==> src/sv/gls_pkg.sv <==
`timescale 1ns / 1ps
`default_nettype none
// ----------------------------------------------------------------------------
// gls_pkg
// Shared types, constants and helpers of the gray-level frame statistics block.
// ----------------------------------------------------------------------------
package gls_pkg;

   localparam int FmtW         = 2;
   localparam int WidthW       = 13;
   localparam int HeightW      = 13;
   localparam int StrideW      = 14;
   localparam int ByteW        = 8;
   localparam int LevelW       = 12;
   localparam int SumW         = 36;
   localparam int CountW       = 25;
   localparam int DenW         = CountW + LevelW;
   localparam int RemW         = DenW + 1;
   localparam int MeanFracBits = 16;
   localparam int MeanW        = MeanFracBits + 1;
   localparam int DivSteps     = MeanFracBits + 1;
   localparam int DivCntW      = $clog2(DivSteps);
   localparam int MaxWidth     = 4096;
   localparam int MaxHeight    = 4096;
   localparam int CsrIdxW      = 2;
   localparam int CsrDataW     = 14;

   localparam logic [FmtW-1:0] FMT_MONO8  = 2'd0;
   localparam logic [FmtW-1:0] FMT_BAYER8 = 2'd1;
   localparam logic [FmtW-1:0] FMT_MONO10 = 2'd2;
   localparam logic [FmtW-1:0] FMT_MONO12 = 2'd3;

   localparam logic [LevelW-1:0] FS_8  = 12'd255;
   localparam logic [LevelW-1:0] FS_10 = 12'd1023;
   localparam logic [LevelW-1:0] FS_12 = 12'd4095;

   localparam logic [CsrIdxW-1:0] CSR_PIXEL_FORMAT = 2'd0;
   localparam logic [CsrIdxW-1:0] CSR_FRAME_WIDTH  = 2'd1;
   localparam logic [CsrIdxW-1:0] CSR_FRAME_HEIGHT = 2'd2;
   localparam logic [CsrIdxW-1:0] CSR_ROW_STRIDE   = 2'd3;

   typedef struct packed {
      logic [ByteW-1:0] byte_value;
      logic             start_of_frame;
   } gls_req_type;

   typedef struct packed {
      logic              status;
      logic [LevelW-1:0] minimum_level;
      logic [LevelW-1:0] maximum_level;
      logic [LevelW-1:0] full_scale;
      logic [MeanW-1:0]  mean_q16;
      logic [CountW-1:0] pixel_total;
   } gls_rsp_type;

   typedef struct packed {
      logic take;
      logic mul;
      logic div_step;
      logic load_err;
      logic load_stats;
   } gls_cmd_type;

   typedef struct packed {
      logic bad;
      logic finish;
   } gls_stat_type;

   function automatic logic [LevelW-1:0] scale_of(input logic [FmtW-1:0] fmt);
      case (fmt)
         FMT_MONO8, FMT_BAYER8: return FS_8;
         FMT_MONO10:            return FS_10;
         FMT_MONO12:            return FS_12;
         default:               return FS_8;
      endcase
   endfunction

   function automatic logic two_bytes(input logic [FmtW-1:0] fmt);
      return (fmt == FMT_MONO10) || (fmt == FMT_MONO12);
   endfunction

endpackage
`default_nettype wire

==> src/sv/gray_level_frame_statistics.sv <==
`timescale 1ns / 1ps
`default_nettype none
// ----------------------------------------------------------------------------
// gray_level_frame_statistics
// Min, max, count and normalized mean of one frame of raw pixel bytes.
//
//   channel  ports                               direction  transfer
//   req      req_valid/req_ready/req_data        in         one frame byte
//   rsp      rsp_valid/rsp_ready/rsp_data        out        one frame result
//   csr      csr_write_enable/index/write_data   in         register write
//
// Bytes are taken one per cycle while a frame streams in.
// After the last pixel byte the mean is computed by a count*scale multiply,
// 17 restoring divide steps and a result load; req_ready is low meanwhile.
// An invalid layout's result is presented the cycle after its frame start byte.
// req_ready also drops while a held result is not taken.
// Reset is synchronous; no clearing pass.
// ----------------------------------------------------------------------------
module gray_level_frame_statistics
   import gls_pkg::*;
(
   input  wire logic                clock,
   input  wire logic                reset,
   input  wire logic                req_valid,
   output logic                     req_ready,
   input  wire gls_req_type         req_data,
   output logic                     rsp_valid,
   input  wire logic                rsp_ready,
   output gls_rsp_type              rsp_data,
   input  wire logic                csr_write_enable,
   input  wire logic [CsrIdxW-1:0]  csr_index,
   input  wire logic [CsrDataW-1:0] csr_write_data
);

   gls_cmd_type  cmd;
   gls_stat_type stat;

   gls_ctrl u_ctrl (
      .clock     (clock),
      .reset     (reset),
      .req_valid (req_valid),
      .req_ready (req_ready),
      .rsp_valid (rsp_valid),
      .rsp_ready (rsp_ready),
      .stat      (stat),
      .cmd       (cmd)
   );

   gls_datapath u_datapath (
      .clock            (clock),
      .reset            (reset),
      .csr_write_enable (csr_write_enable),
      .csr_index        (csr_index),
      .csr_write_data   (csr_write_data),
      .req_data         (req_data),
      .cmd              (cmd),
      .stat             (stat),
      .rsp_data         (rsp_data)
   );

endmodule
`default_nettype wire

==> src/sv/gls_datapath.sv <==
`timescale 1ns / 1ps
`default_nettype none
// ----------------------------------------------------------------------------
// gls_datapath
// Config registers, row/byte counters, min/max/sum, count multiplier,
// restoring divider for the mean and the result register.
// ----------------------------------------------------------------------------
module gls_datapath
   import gls_pkg::*;
(
   input  wire logic                clock,
   input  wire logic                reset,
   input  wire logic                csr_write_enable,
   input  wire logic [CsrIdxW-1:0]  csr_index,
   input  wire logic [CsrDataW-1:0] csr_write_data,
   input  wire gls_req_type         req_data,
   input  wire gls_cmd_type         cmd,
   output gls_stat_type             stat,
   output gls_rsp_type              rsp_data
);

   logic [FmtW-1:0]    cfg_format_ff, cfg_format_in;
   logic [WidthW-1:0]  cfg_width_ff, cfg_width_in;
   logic [HeightW-1:0] cfg_height_ff, cfg_height_in;
   logic [StrideW-1:0] cfg_stride_ff, cfg_stride_in;
   logic               frame_active_ff, frame_active_in;

   logic [FmtW-1:0]    lat_format_ff, lat_format_in;
   logic [HeightW-1:0] lat_height_ff, lat_height_in;
   logic [StrideW-1:0] lat_stride_ff, lat_stride_in;
   logic [StrideW-1:0] row_bytes_ff, row_bytes_in;
   logic [LevelW-1:0]  fs_ff, fs_in;
   logic [HeightW-1:0] row_pos_ff, row_pos_in;
   logic [StrideW-1:0] byte_idx_ff, byte_idx_in;
   logic [ByteW-1:0]   held_ff, held_in;
   logic [LevelW-1:0]  min_ff, min_in;
   logic [LevelW-1:0]  max_ff, max_in;
   logic [SumW-1:0]    sum_ff, sum_in;
   logic [CountW-1:0]  cnt_ff, cnt_in;
   logic [DenW-1:0]    den_ff, den_in;
   logic [RemW-1:0]    rem_ff, rem_in;
   logic [MeanW-1:0]   quo_ff, quo_in;
   gls_rsp_type        rsp_ff, rsp_in;

   logic                      sof;
   logic [FmtW-1:0]           fmt_w;
   logic                      two_w;
   logic [LevelW-1:0]         fs_w;
   logic [StrideW-1:0]        cfg_row_bytes;
   logic [StrideW-1:0]        row_bytes_w;
   logic [StrideW-1:0]        stride_w;
   logic [HeightW-1:0]        height_w;
   logic [StrideW-1:0]        byte_idx_w;
   logic [HeightW-1:0]        row_w;
   logic [ByteW-1:0]          held_w;
   logic [LevelW-1:0]         min_w;
   logic [LevelW-1:0]         max_w;
   logic [SumW-1:0]           sum_w;
   logic                      bad;
   logic                      active_w;
   logic                      in_pixels;
   logic                      have_pix;
   logic [2*ByteW-1:0]        pix16;
   logic [LevelW-1:0]         v;
   logic                      last_byte;
   logic                      last_row;
   logic [StrideW:0]          idx_next;
   logic [WidthW+HeightW-1:0] area;
   logic [DenW-1:0]           den_prod;
   logic                      ge;
   logic [RemW-1:0]           diff;
   logic [RemW-1:0]           r_next;

   always_comb begin
      cfg_format_in = cfg_format_ff;
      cfg_width_in  = cfg_width_ff;
      cfg_height_in = cfg_height_ff;
      cfg_stride_in = cfg_stride_ff;
      if (csr_write_enable) begin
         case (csr_index)
            CSR_PIXEL_FORMAT: cfg_format_in = csr_write_data[FmtW-1:0];
            CSR_FRAME_WIDTH:  cfg_width_in  = csr_write_data[WidthW-1:0];
            CSR_FRAME_HEIGHT: cfg_height_in = csr_write_data[HeightW-1:0];
            CSR_ROW_STRIDE:   cfg_stride_in = csr_write_data[StrideW-1:0];
            default: ;
         endcase
      end
   end

   always_comb begin
      sof           = cmd.take && req_data.start_of_frame;
      fmt_w         = sof ? cfg_format_ff : lat_format_ff;
      two_w         = two_bytes(fmt_w);
      fs_w          = scale_of(fmt_w);
      cfg_row_bytes = two_bytes(cfg_format_ff) ? {cfg_width_ff, 1'b0} : {1'b0, cfg_width_ff};
      row_bytes_w   = sof ? cfg_row_bytes : row_bytes_ff;
      stride_w      = sof ? cfg_stride_ff : lat_stride_ff;
      height_w      = sof ? cfg_height_ff : lat_height_ff;
      byte_idx_w    = sof ? '0 : byte_idx_ff;
      row_w         = sof ? '0 : row_pos_ff;
      held_w        = sof ? '0 : held_ff;
      min_w         = sof ? fs_w : min_ff;
      max_w         = sof ? '0 : max_ff;
      sum_w         = sof ? '0 : sum_ff;

      bad = sof && ((cfg_width_ff == '0) || (cfg_height_ff == '0) ||
                    (cfg_width_ff > WidthW'(MaxWidth)) ||
                    (cfg_height_ff > HeightW'(MaxHeight)) ||
                    (cfg_stride_ff < cfg_row_bytes));
      active_w = sof ? !bad : frame_active_ff;

      in_pixels = byte_idx_w < row_bytes_w;
      have_pix  = in_pixels && (!two_w || byte_idx_w[0]);
      pix16     = {req_data.byte_value, held_w};
      v         = two_w ? (pix16[LevelW-1:0] & fs_w)
                        : {{(LevelW-ByteW){1'b0}}, req_data.byte_value};
      last_byte = byte_idx_w == (row_bytes_w - 1'b1);
      last_row  = ({1'b0, row_w} + 1'b1) >= {1'b0, height_w};
      idx_next  = {1'b0, byte_idx_w} + 1'b1;

      stat.bad    = bad;
      stat.finish = cmd.take && active_w && in_pixels && last_byte && last_row;

      frame_active_in = cmd.take ? (active_w && !stat.finish) : frame_active_ff;

      lat_format_in = lat_format_ff;
      lat_height_in = lat_height_ff;
      lat_stride_in = lat_stride_ff;
      row_bytes_in  = row_bytes_ff;
      fs_in         = fs_ff;
      cnt_in        = cnt_ff;
      area          = cfg_width_ff * cfg_height_ff;
      if (sof) begin
         lat_format_in = cfg_format_ff;
         lat_height_in = cfg_height_ff;
         lat_stride_in = cfg_stride_ff;
         row_bytes_in  = cfg_row_bytes;
         fs_in         = fs_w;
         cnt_in        = area[CountW-1:0];
      end

      row_pos_in  = row_pos_ff;
      byte_idx_in = byte_idx_ff;
      held_in     = held_ff;
      min_in      = min_ff;
      max_in      = max_ff;
      sum_in      = sum_ff;
      if (cmd.take && active_w) begin
         held_in = held_w;
         min_in  = min_w;
         max_in  = max_w;
         sum_in  = sum_w;
         if (in_pixels && two_w && !byte_idx_w[0]) begin
            held_in = req_data.byte_value;
         end
         if (have_pix) begin
            if (v < min_w) begin
               min_in = v;
            end
            if (v > max_w) begin
               max_in = v;
            end
            sum_in = sum_w + {{(SumW-LevelW){1'b0}}, v};
         end
         if (idx_next >= {1'b0, stride_w}) begin
            byte_idx_in = '0;
            row_pos_in  = row_w + 1'b1;
         end else begin
            byte_idx_in = idx_next[StrideW-1:0];
            row_pos_in  = row_w;
         end
      end

      den_prod = cnt_ff * fs_ff;
      ge       = rem_ff >= {1'b0, den_ff};
      diff     = rem_ff - {1'b0, den_ff};
      r_next   = ge ? diff : rem_ff;
      den_in   = den_ff;
      rem_in   = rem_ff;
      quo_in   = quo_ff;
      if (cmd.mul) begin
         den_in = den_prod;
         rem_in = {{(RemW-SumW){1'b0}}, sum_ff};
         quo_in = '0;
      end else if (cmd.div_step) begin
         rem_in = {r_next[RemW-2:0], 1'b0};
         quo_in = {quo_ff[MeanW-2:0], ge};
      end

      rsp_in = rsp_ff;
      if (cmd.load_err) begin
         rsp_in        = '0;
         rsp_in.status = 1'b1;
      end else if (cmd.load_stats) begin
         rsp_in.status        = 1'b0;
         rsp_in.minimum_level = min_ff;
         rsp_in.maximum_level = max_ff;
         rsp_in.full_scale    = fs_ff;
         rsp_in.mean_q16      = quo_ff;
         rsp_in.pixel_total   = cnt_ff;
      end
   end

   always_ff @(posedge clock) begin
      if (reset) begin
         cfg_format_ff   <= '0;
         cfg_width_ff    <= '0;
         cfg_height_ff   <= '0;
         cfg_stride_ff   <= '0;
         frame_active_ff <= 1'b0;
      end else begin
         cfg_format_ff   <= cfg_format_in;
         cfg_width_ff    <= cfg_width_in;
         cfg_height_ff   <= cfg_height_in;
         cfg_stride_ff   <= cfg_stride_in;
         frame_active_ff <= frame_active_in;
      end
   end

   always_ff @(posedge clock) begin
      lat_format_ff <= lat_format_in;
      lat_height_ff <= lat_height_in;
      lat_stride_ff <= lat_stride_in;
      row_bytes_ff  <= row_bytes_in;
      fs_ff         <= fs_in;
      row_pos_ff    <= row_pos_in;
      byte_idx_ff   <= byte_idx_in;
      held_ff       <= held_in;
      min_ff        <= min_in;
      max_ff        <= max_in;
      sum_ff        <= sum_in;
      cnt_ff        <= cnt_in;
      den_ff        <= den_in;
      rem_ff        <= rem_in;
      quo_ff        <= quo_in;
      rsp_ff        <= rsp_in;
   end

   assign rsp_data = rsp_ff;

   a_layout_fits: assert property (@(posedge clock) disable iff (reset)
      frame_active_ff |-> (row_bytes_ff != '0) && (row_bytes_ff <= lat_stride_ff))
      else $error("active frame with row wider than stride");

   a_idx_in_stride: assert property (@(posedge clock) disable iff (reset)
      frame_active_ff |-> byte_idx_ff < lat_stride_ff)
      else $error("byte index beyond stride");

   a_mean_in_range: assert property (@(posedge clock) disable iff (reset)
      cmd.load_stats |-> quo_ff <= MeanW'(1 << MeanFracBits))
      else $error("mean above full scale");

endmodule
`default_nettype wire

==> src/sv/gls_ctrl.sv <==
`timescale 1ns / 1ps
`default_nettype none
// ----------------------------------------------------------------------------
// gls_ctrl
// Sequencer: byte streaming, end-of-frame multiply and divide, result valid.
// ----------------------------------------------------------------------------
module gls_ctrl
   import gls_pkg::*;
(
   input  wire logic         clock,
   input  wire logic         reset,
   input  wire logic         req_valid,
   output logic              req_ready,
   output logic              rsp_valid,
   input  wire logic         rsp_ready,
   input  wire gls_stat_type stat,
   output gls_cmd_type       cmd
);

   typedef enum logic [1:0] {
      ST_RUN,
      ST_MUL,
      ST_DIV,
      ST_FINISH
   } state_type;

   state_type          state_ff;
   logic [DivCntW-1:0] step_ff;
   logic               rsp_valid_ff;

   always_comb begin
      req_ready      = (state_ff == ST_RUN) && (!rsp_valid_ff || rsp_ready);
      cmd.take       = req_valid && req_ready;
      cmd.mul        = state_ff == ST_MUL;
      cmd.div_step   = state_ff == ST_DIV;
      cmd.load_err   = cmd.take && stat.bad;
      cmd.load_stats = state_ff == ST_FINISH;
   end

   always_ff @(posedge clock) begin
      if (reset) begin
         state_ff     <= ST_RUN;
         step_ff      <= '0;
         rsp_valid_ff <= 1'b0;
      end else begin
         if (cmd.load_err || cmd.load_stats) begin
            rsp_valid_ff <= 1'b1;
         end else if (rsp_ready) begin
            rsp_valid_ff <= 1'b0;
         end
         case (state_ff)
            ST_RUN: begin
               if (cmd.take && stat.finish) begin
                  state_ff <= ST_MUL;
               end
            end
            ST_MUL: begin
               step_ff  <= DivCntW'(DivSteps - 1);
               state_ff <= ST_DIV;
            end
            ST_DIV: begin
               if (step_ff == '0) begin
                  state_ff <= ST_FINISH;
               end else begin
                  step_ff <= step_ff - 1'b1;
               end
            end
            ST_FINISH: begin
               state_ff <= ST_RUN;
            end
            default: begin
               state_ff <= ST_RUN;
            end
         endcase
      end
   end

   assign rsp_valid = rsp_valid_ff;

   a_finish_starts_mul: assert property (@(posedge clock) disable iff (reset)
      cmd.take && stat.finish |=> state_ff == ST_MUL)
      else $error("frame end did not start the mean computation");

   a_bad_finish_excl: assert property (@(posedge clock) disable iff (reset)
      cmd.take |-> !(stat.bad && stat.finish))
      else $error("error and frame end in one transfer");

   a_finish_sets_valid: assert property (@(posedge clock) disable iff (reset)
      state_ff == ST_FINISH |=> rsp_valid_ff)
      else $error("statistics result not presented");

endmodule
`default_nettype wire

==> config.mk <==
export PLATFORM = sky130hd
export DESIGN_NAME = gray_level_frame_statistics
export DESIGN_NICKNAME = d
export VERILOG_FILES = /design/src/sv/gls_pkg.sv /design/src/sv/gray_level_frame_statistics.sv /design/src/sv/gls_datapath.sv /design/src/sv/gls_ctrl.sv
export SDC_FILE = /design/constraint.sdc
export NUM_CORES = 2
export LEC_CHECK = 0
export ABC_AREA = 1
export BUFFER_PORTS_ARGS = -buffer_cell sky130_fd_sc_hd__buf_2
export CORE_ASPECT_RATIO = 1.1
export CORE_MARGIN = 3
export CORE_UTILIZATION = 52
export DETAILED_ROUTE_END_ITERATION = 16
export GPL_TIMING_DRIVEN = 1
export PLACE_DENSITY_LB_ADDON = 0.25
export SETUP_SLACK_MARGIN = 0.02
export SLEW_MARGIN = 5
export SYNTH_ARGS = -nofsm -noshare
export SYNTH_HDL_FRONTEND = slang
export SYNTH_SLANG_ARGS = --single-unit
==> constraint.sdc <==
create_clock -name clock -period 9.5 [get_ports clock]
set_input_delay 0.475 -clock clock [delete_from_list [all_inputs] [get_ports clock]]
set_output_delay 0.475 -clock clock [all_outputs]
set_load 0.01 [all_outputs]
-- Word-level counts from Yosys, hierarchy flattened
Cells that the tools add are included.
- $add $sub $neg: 7
- $mul: 2
- magnitude comparators: 9
- equality and inequality tests: 15
- muxes and demuxes: 31
- bitwise logic cells: 1
- reductions and logical operators: 43
- operators by type and width (kind ; count):
    36-bit 2-to-1 mux ; 4
    12-bit 2-to-1 mux ; 7
    14-bit 2-to-1 mux ; 4
    13-bit 2-to-1 mux ; 3
    38-bit by 37-bit greater-or-equal comparator with 1-bit output ; 1
    25-bit by 12-bit multiplier with 37-bit output ; 1
    37-bit 2-to-1 mux ; 1
    37-bit subtractor ; 1
    36-bit by 12-bit adder with 36-bit output ; 1
    12-bit case mux with 3 select lines ; 1
    14-bit < comparator ; 2
    13-bit greater-than comparator (second input constant) ; 2
    13-bit zero test ; 2
    13-bit by 13-bit multiplier with 25-bit output ; 1
    2-bit equality test (second input constant) ; 8
    8-bit 2-to-1 mux ; 2
    14-bit by 1-bit adder with 15-bit output (second input constant) ; 1
    15-bit by 14-bit greater-or-equal comparator with 1-bit output ; 1
    13-bit by 1-bit adder with 14-bit output (second input constant) ; 1
    14-bit equality test ; 1
    14-bit by 13-bit greater-or-equal comparator with 1-bit output ; 1
    1-bit logical AND ; 14
    14-bit by 1-bit subtractor with 14-bit output (second input constant) ; 1
    13-bit by 1-bit adder with 13-bit output (second input constant) ; 1
    other kinds (19) ; 46
- register bits: 397
- input port bits: 30
- logic and storage cells: 138

-- Depth between registers and ports, before layout
- depth after elaboration: 15
- gate-level depth with buffers: 33
- mapped depth without buffers: 29

-- Cells and area by module
From an unflattened synthesis, not the netlist that was laid out.
- cells, all modules: 4263
- area, all modules: 34344.2 um^2
- modules (own cells, without submodules) (module ; instances ; cells an instance ; area each (um^2)):
    gls_datapath ; 1 ; 4192 ; 33847.5
    gls_ctrl ; 1 ; 71 ; 496.7

-- Worst setup path after synthesis
No wires, ideal clock.
- path kind: reg2reg
- start: register u_datapath.cfg_format_ff[1]
- end: register u_ctrl.state_ff[1]
- library setup time: 0.115 ns
- arrival: 6.669 ns
- data required time: 9.385 ns
- setup slack: 2.716 ns
- cell stages (with the launch flop): 19
- path buffers: 2
- clock period less this slack: 6.784 ns
- cells stage by stage: dfxtp_1 > buf_6 > buf_6 > o21ai_0 > inv_1 > ha_1 > inv_1 > o31ai_1 > a21oi_1 > nand2_1 > nand2_1 > nand2_1 > inv_2 > nor2_1 > nand3_2 > o21bai_4 > nand3_1 > nand2_1 > nor2_1
- longest elaborated chain between the ends: 15
- elaborated cells between the ends (all ways): 20
- those cells by class: add/sub: 1; order compare: 2; eq/ne: 4; mux: 3; reduce/logical: 10
- RTL lines (item ; RTL line ; source):
    start, declared ; gls_datapath.sv:22 ; logic [FmtW-1:0] cfg_format_ff, cfg_format_in;
    start signal, assigned ; gls_datapath.sv:212 ; cfg_format_ff <= cfg_format_in;
    2-bit equality test ; gls_pkg.sv:79 ; return (fmt == FMT_MONO10) || (fmt == FMT_MONO12);
    1-bit logical OR * ; gls_pkg.sv:79 ;
    14-bit 2-to-1 mux * ; gls_datapath.sv:95 ; cfg_row_bytes = two_bytes(cfg_format_ff) ? {cfg_width_ff, 1'b0} : {1'b0, cfg_width_ff};
    branches (longest 7 deep; another with 14-bit by 1-bit subtractor with 14-bit output) ; - ;
    1-bit logical AND * (2 in a row) ; gls_datapath.sv:122 ; stat.finish = cmd.take && active_w && in_pixels && last_byte && last_row;
    1-bit logical AND * ; gls_ctrl.sv:53 ; if (cmd.take && stat.finish) begin
    2-bit != test (no source line) * ; - ;
    2-bit AND reduction (no source line) * ; - ;
    end signal, assigned ; gls_ctrl.sv:54 ; state_ff <= ST_MUL;
    end signal, assigned ; gls_ctrl.sv:59 ; state_ff <= ST_DIV;
    end signal, assigned ; gls_ctrl.sv:63 ; state_ff <= ST_FINISH;
    end, declared ; gls_ctrl.sv:27 ; state_type state_ff;
Mark *: on every way between the ends.
A chain may end at the register's enable or synchronous reset.

-- Worst setup path in the final report
- start: register u_datapath.fs_ff[10]
- end: register u_datapath.den_ff[30] (data pin)
- longest elaborated chain between the ends: 1
- RTL lines (item ; RTL line ; source):
    start, declared ; gls_datapath.sv:32 ; logic [LevelW-1:0] fs_ff, fs_in;
    start signal, assigned ; gls_datapath.sv:225 ; fs_ff <= fs_in;
    25-bit by 12-bit multiplier with 37-bit output ; gls_datapath.sv:174 ; den_prod = cnt_ff * fs_ff;
    named net u_datapath.den_prod[30] ; gls_datapath.sv:69 ; logic [DenW-1:0] den_prod;
    end signal, assigned ; gls_datapath.sv:233 ; den_ff <= den_in;
    end, declared ; gls_datapath.sv:40 ; logic [DenW-1:0] den_ff, den_in;
The timed path passes the listed nets, and every way through them passes these cells.

==> metrics.md <==
| Metric | Value |
|---|---|
| Outcome | finished clean |
| Final std cell area, no fill | 36200 um^2 |
| Drt first-iter violations | 1814 |
| Unique masters post-synth | 53 |
| Commonest cells after routing, fill and taps aside | sky130_fd_sc_hd__inv_1, sky130_fd_sc_hd__nand2_1, sky130_fd_sc_hd__fa_1 |
| Starting utilization of the core area | 52.6% |
| Crit path arrival time | 6.70 ns |
| Port Buffer Count | 110 |
| # resized after CTS | 0 |
| Instance count of the mapped netlist | 4058 |
| Number of antenna-violating nets in the routed design | 0 |
| Class of the tightest hold or removal check | in -> reg |
| Number of global-route vias before repair | around 25000 |
| Count of inserted antenna diode cells | 0 |
| IO Pins | 111 |
| Vias per cell | 5.21 |
| Mean post-synth cell area | approximately 8.3 um^2 |
| Setup violations, final | 0 |
| Share of cells above drive strength 1 | roughly 6.4% |
| Final Hold Violating Endpoints | 0 |
| Element type at the critical path start | register |
| Clock tree root buffer cell | sky130_fd_sc_hd__clkbuf_16 |
| Clock-pin slew of the registers on the worst-case setup and hold paths | 0.06 ns |
| Met3 Routed Length | 3510 um |
| Sequential element share of the synthesized area | 28.4% |
| Minimum setup slack after placement | 3.16 ns |
| Actual transition at the worst max-transition pin | 1.10 ns |
| Number of antenna violations at the first check in global routing | 1 |
| Die span in x | 248 um |
| Setup total negative slack | 0 ns |
| Std cell rows | 97 |
| Setup repair after global routing missed its margin | false |
| Net Count, Synth | 4689 |
| Fmax | 0.157 GHz |
| All-layer global routing usage | 24.4% |
| Syn. warnings | 0 |
| CTS Buf Count | 43 |
| Most frequent standard cell in the layout excluding fill and tap cells | sky130_fd_sc_hd__inv_1 |
| Number of nets in the final layout | 4728 |
| Overflow left after global routing | 0 |
| Period Utilization, post-route | 67.1% |
| Floorplan Core Area | 63700 um^2 |
| Seq cells post-synth | 378 |
| Final HPWL from detailed placement | 62300 um |
| CTS sink cnt | 378 |
| Maximum root-to-sink buffer count | 3 |
| TritonCTS clock tree | yes |
| Count of H-tree levels built during CTS | 2 |
| Highest metal used | met4 |
| Area after detailed placement | 34700 um^2 |
| Number of filler instances in the final layout | 5971 |
| CP Capture Type | register |
| WHS | 0.152 ns |
| DRC viols | 0 |
| WL met1 | 34600 um |
| Setup fix buffers added after clock tree synthesis | 0 |
| Post-detailed-route wirelength per cell | 16.2 um |
| Wire length of the first global-routing pass | 131000 um |
| Critical path peak fanout | 27 |
| Full die area | 67600 um^2 |
| Worst endpoint required time | about 10 ns |
| Routability cong. | 0.903 |
| Pin count of the biggest net entering global routing | 86 |
| Clock skew | 0.0177 ns |
| Total count of max-transition violations in the final report | 0 |
| Worst relative slew slack | 26.6% |
| Post-synthesis instance area | 33500 um^2 |
| Length of routed met2 wiring | 39600 um |
| Final Critical Period | 6.37 ns |
| Via count | 25892 |
| Final WL | 80400 um |
| Vertical die dimension | 272 um |
| Worst-skew pair later-pin latency | just under 0.6 ns |
| Critical Setup Path Class | reg -> reg |
| Number of buffers inserted by hold repair at cts | 0 |
| Max-capacitance violation count | 0 |
| Final WS setup | 3.13 ns |
| Drt first pass iters | 5 |
| Area growth, synth to finish | 7.85% |
[worst paths after layout]
kind / start / to / slack [ns] / cells after the start
setup / recovery: u_datapath.fs_ff[10] / u_datapath.den_ff[30] / 3.13 / 26
hold / removal: csr_write_data[10] / u_datapath.cfg_height_ff[10] / 0.15 / 3
setup reg to reg: u_datapath.fs_ff[10] / u_datapath.den_ff[30] / 3.13 / 26
hold reg to reg: u_datapath.rsp_data[78] / u_datapath.rsp_data[78] / 0.46 / 2
[critical path: stages (launching register included)]
cell                       delay, ns
sky130_fd_sc_hd__edfxtp_1       1.03
sky130_fd_sc_hd__nand3_1        0.22
sky130_fd_sc_hd__nand2_1        0.13
sky130_fd_sc_hd__inv_1          0.05
sky130_fd_sc_hd__ha_1           0.26
sky130_fd_sc_hd__inv_1          0.05
sky130_fd_sc_hd__fa_1           0.52
sky130_fd_sc_hd__inv_1          0.05
sky130_fd_sc_hd__fa_1           0.50
sky130_fd_sc_hd__fa_1           0.54
sky130_fd_sc_hd__inv_1          0.05
sky130_fd_sc_hd__fa_1           0.53
sky130_fd_sc_hd__inv_1          0.04
sky130_fd_sc_hd__ha_1           0.34
sky130_fd_sc_hd__nand2_1        0.08
sky130_fd_sc_hd__inv_1          0.05
sky130_fd_sc_hd__a21oi_1        0.13
sky130_fd_sc_hd__nand2_1        0.09
sky130_fd_sc_hd__nand2_1        0.06
sky130_fd_sc_hd__nand2_1        0.08
sky130_fd_sc_hd__nand2_1        0.07
sky130_fd_sc_hd__nand2_1        0.10
sky130_fd_sc_hd__a31oi_1        0.31
sky130_fd_sc_hd__o21ai_0        0.19
sky130_fd_sc_hd__a21boi_0       0.31
sky130_fd_sc_hd__o21ai_0        0.14
sky130_fd_sc_hd__xor2_1         0.15
[kinds of logic after synthesis]
| group | synth area share, % |
|---|---|
| AOI/OAI and AO/OA | 11.1 |
| buffers and inverters | 12.0 |
| and+or+nand+nor | 15.0 |
| DFF | 28.4 |
| xor gates and xnor gates | 3.84 |
| adders and majority gates | 29.7 |
[stage by stage]
stage	std cells	util [%]
after global placement	4893	54.4
after detailed placement	4893	54.4
after CTS	4973	56.8
after global routing	4973	56.8
final	4973	56.8
after floorplan	4058	-
[final cells by class]
type | instances | area (um^2) | share of cell area, %
clock buffers | 60 | 1260 | 3.49
clock inverters | 20 | 226 | 0.626
inverters | 903 | 3390 | 9.37
multi-input cells | 2640 | 20000 | 55.3
flip-flops and latches | 378 | 9520 | 26.3
well taps | 841 | 1050 | 2.91
repair buffers | 131 | 708 | 1.96
[per-layer routing]
metal,GRT usage [%],vias up
met5,0,-
met4,7.33,0
met3,2.91,137
met2,41.9,573
met1,32.3,12372
li1,-,12810
[synthesized netlist by cell type, drive strengths merged]
master	n	area, um^2
a21boi	6	45.0
edfxtp	195	5860
nand3b	3	22.5
fa	327	6550
dfxtp	183	3660
nand4	25	178
o22ai	9	62.6
nor2	228	903
a211oi	44	330
nand2	828	3140
or2	10	62.6
buf	38	270
o21bai	6	56.3
xor2	85	744
inv	903	3390
nor4	15	106
clkbuf	99	372
nand3	86	435
o2111ai	3	32.5
xnor2	62	543
ha	274	3430
a21oi	245	1240
o31ai	3	22.5
a221oi	2	17.5
a31oi	17	106
o21a	7	52.6
nor3	33	170
o211ai	23	178
a21o	5	37.5
o221ai	7	61.3
o21ai	287	1480
[registers in the layout (all words and copies together), names as in the netlist]
name,count
u_datapath.lat_stride_ff,14
u_datapath.cfg_format_ff,2
u_datapath.cnt_ff,25
u_datapath.frame_active_ff,1
u_datapath.rsp_data,70
u_datapath.row_bytes_ff,14
u_datapath.den_ff,37
u_datapath.sum_ff,36
u_datapath.cfg_stride_ff,14
u_datapath.rem_ff,38
u_ctrl.step_ff,5
u_datapath.lat_format_ff,2
u_datapath.lat_height_ff,13
u_datapath.byte_idx_ff,14
u_datapath.max_ff,12
u_datapath.quo_ff,17
u_ctrl.rsp_valid,1
u_datapath.cfg_height_ff,13
u_ctrl.state_ff,2
u_datapath.held_ff,8
u_datapath.cfg_width_ff,13
u_datapath.min_ff,12
u_datapath.fs_ff,2
u_datapath.row_pos_ff,13
Power is not shown: default switching activity piles up to over one toggle a cycle in this logic, so the estimate is an artifact.
